File: src/rtl/arm_ram.sv
module arm_ram #(
  parameter int WIDTH = 8,
  parameter int DEPTH = 64
) (
  input  logic                     clk,
  input  logic                     we,
  input  logic [$clog2(DEPTH)-1:0] waddr,
  input  logic [WIDTH-1:0]         wdata,
  input  logic [$clog2(DEPTH)-1:0] raddr,
  output logic [WIDTH-1:0]         rdata
);

  logic [WIDTH-1:0] mem [DEPTH];

  always_ff @(posedge clk) begin
    if (we) begin
      mem[waddr] <= wdata;
    end
    rdata <= mem[raddr];
  end

endmodule

File: config.mk
export PLATFORM = sky130hd
export DESIGN_NAME = arm_ram
export DESIGN_NICKNAME = d
export VERILOG_FILES = /design/src/rtl/arm_ram.sv
export SDC_FILE = /design/constraint.sdc
export NUM_CORES = 1
export LEC_CHECK = 0
export BUFFER_PORTS_ARGS = -buffer_cell sky130_fd_sc_hd__buf_4
export CAP_MARGIN = 20
export CORE_MARGIN = 3
export CORE_UTILIZATION = 30
export CTS_BUF_LIST = sky130_fd_sc_hd__clkbuf_4 sky130_fd_sc_hd__clkbuf_8
export DETAILED_ROUTE_END_ITERATION = 6
export GPL_TIMING_DRIVEN = 0
export PLACE_DENSITY = 0.5
export SYNTH_ARGS = -nofsm -noshare
export SYNTH_HDL_FRONTEND = slang
export SYNTH_SLANG_ARGS = --single-unit
File: constraint.sdc
create_clock -name clk -period 3.25 [get_ports clk]
set_clock_uncertainty 0.05 [all_clocks]
set_input_delay 0.975 -clock clk [delete_from_list [all_inputs] [get_ports clk]]
set_output_delay 0.975 -clock clk [all_outputs]
set_load 0.05 [all_outputs]
==> results.txt <==
Status: finished with violations
Failing checks: setup timing
Share of post-route cells with drive strength above 1: 0.2980
Endpoints failing hold: 0
Post-Syn Nets: 962
Setup violations, final: 1
Ports: 30
WHS Path Cells: 2
Worst setup SP type: input pin
CP max stage cell: o41ai_1
Row cnt: 94
Die Span Y: 265.3 microns
Rel. slew slack: 0.3308
Clock tree buffer depth: 3
Synth top area share: 0.7624
DR vias/cell: 4.971
Routed via count: 9837
Port Buffers: 21
Largest cells by area after synthesis: edfxtp_1, mux4_2, nor2_1, mux2i_1, dfxtp_1
Fillcell total: 6146
HP Class: input pin to register
CTS tree: done
Largest net degree at the start of global routing: 65
First-pass GRT wire length: 74070 microns
Starting Density: 0.3046
Finished Layout Cells: 1979
Worst Path Arrival: 3.70 ns
# H-tree levels: 3
Register area share after synthesis: 0.7703
Largest stage delay on the critical path: 0.89 ns
Synth Cell Area: 20170 sq um
Worst Min Path Start: raddr[5]
Area of the multi-input gates: 4328 sq um
Synth area leader: edfxtp_1
DR iter-0 viols: 1009
PwrDens: 597.1 nW/um^2
Max-Cap Viols: 0
Num CTS Buffers: 86
Total Wirelength: 51870 microns
RSZ-0062 raised after global routing: no
Most frequent cells in the layout: edfxtp_1, mux4_2, clkbuf_8, nor2_1
Final worst slack: -0.05672 ns
ANT nets after route: 0
Most common cell after layout, fill and taps aside: edfxtp_1
Setup CP Type: input pin to register
Drt drc: 0
Hold_buf cts: 0
Vias in the first global route: 10130
Leak Pwr: 7.125 nW
Overflow after GRT: 0
Min Tclk post-route: 3.307 ns
Hpwl dp: 32760 microns
Worst reg2reg path startpoint: mem[21][6]
Reg area: 15530 sq um
Overall routing resource usage: 0.1497
Latest clock arrival within the worst-skew pair: 0.65 ns
Die Wd: 265.3 microns
RD Place Congestion: 0.8112
CP Capture Type: register
Worst-margin pin slew: 1.000 ns
Synth Register Bits: 520
DP Cell Count: 1827
Place WS: -0.7634 ns
Die Footprint: 70370 sq um
Initial antenna violation count: 1
Syn_area_per_cell: 21.45 sq um
Req. time, crit path: 3.65 ns
Fin nets: 1071
Syn-to-layout area delta: 14.47%
Clock sinks: 520
Reg2Reg Depth: 5
Pre-Repair DR Iteration Count: 5
Final worst path period share: 1.017
Worst Setup SP: raddr[1]
Cells after synthesis: 940
CTS root buffer: clkbuf_8
Clk slew on worst S/H paths: 0.06 ns
Worst vdd ir: 0.2394 mV
Highest Clock Rate: 0.3024 GHz
Crit-path max FO: 10
DR WL/cell: 26.21 microns
Distinct cells, synth: 40
Syn. warnings: 0
Overall Power: 13.79 mW
Core area: 66220 sq um
CP cell instances: buf_4 -> buf_2 -> buf_4 -> buf_2 -> nand3b_1 -> o22ai_1 -> o41ai_1
Slew Limit Fails: 0
worst paths after layout:
check / slack [ns] / end
max reg2reg: 0.98 / rdata[6]
min: 0.69 / rdata[3]
max: -0.06 / rdata[5]
min reg2reg: 0.86 / rdata[1]
timing repair:
item	CTS	global route
buffers inserted	0	0
gates resized for setup	0	2
endpoints found under the setup margin	3	2
flip-flops by register name, summed over array words and instances (netlist names):
| name | flops |
|---|---|
| mem | 512 |
| rdata | 8 |
cells in the mapped netlist, drive strengths merged:
cell type and number:
nand2b 7, o2111ai 3, mux2i 23, or3 1
o41ai 2, a2111oi 2, nand3b 3, nor3 7
o311ai 1, nand3 13, mux4 126, a211oi 4
o2bb2ai 3, a31oi 1, mux2 13, nor2b 14
o32ai 2, a221oi 6, nand4 2, a21oi 3
clkbuf 17, dfxtp 8, edfxtp 512, a22oi 3
nand2 19, buf 34, and2 1, o221ai 8
o22ai 8, nor4 2, o21a 2, o21ai 4
o221a 2, nor2 83, nand4b 1
routing by layer:
metal,global-route usage,wire length [microns]
met4,0.05409,1392
met2,0.2354,24520
met5,0,9
met1,0.2055,22600
met3,0.03367,3343
worst max-delay path: cells and delay by family:
| family | cells | cell delay (ns) |
|---|---|---|
| buffers and inverters | 4 | 1.41 |
| AO/OA/AOI/OAI | 2 | 1.00 |
| AND/OR/NAND/NOR | 1 | 0.29 |
cell type report:
class	instances	share of cell area
Clock buffer	126	0.06536
Multi-Input combinational cell	369	0.1875
Buffer	49	0.01339
Clock inverter	27	0.006450
Tap cell	864	0.04683
Timing Repair Buffer	23	0.007479
Sequential cell	520	0.6729
Antenna cell	1	0.0001084
power by group:
group | internal (mW) | total (mW) | switching (mW)
Sequential | 7.43 | 7.44 | 0.0125
Combinational | 0.274 | 0.808 | 0.534
Clock | 3.05 | 5.54 | 2.49
Total | 10.7 | 13.8 | 3.04
logic make-up (layout without fill, tap and decap cells):
| group | after synthesis | count (layout) | synth area share |
|---|---|---|---|
| buffers and inverters | 51 | 225 | 0.01570 |
| multiplexers | 162 | 162 | 0.1594 |
| AO/OA/AOI/OAI | 54 | 54 | 0.02072 |
| flip-flops | 520 | 520 | 0.7703 |
| other | 0 | 1 | 0 |
| AND/OR/NAND/NOR | 153 | 153 | 0.03387 |
per-stage QoR:
step / hold slack, ns / instance area, sq um / TNS, ns / util
final: 0.6930 / 23090 / -0.05672 / 0.3486
after global routing: 0.6440 / 23080 / 0 / 0.3486
after CTS: 0.6349 / 23070 / 0 / 0.3484
after detailed placement: 0.8763 / 21420 / -36.34 / 0.3235
after global placement: 0.8916 / 21410 / -29.96 / 0.3233
after floorplan: 0.6683 / 20170 / 0 / -
(Power assumes the default switching activity.)
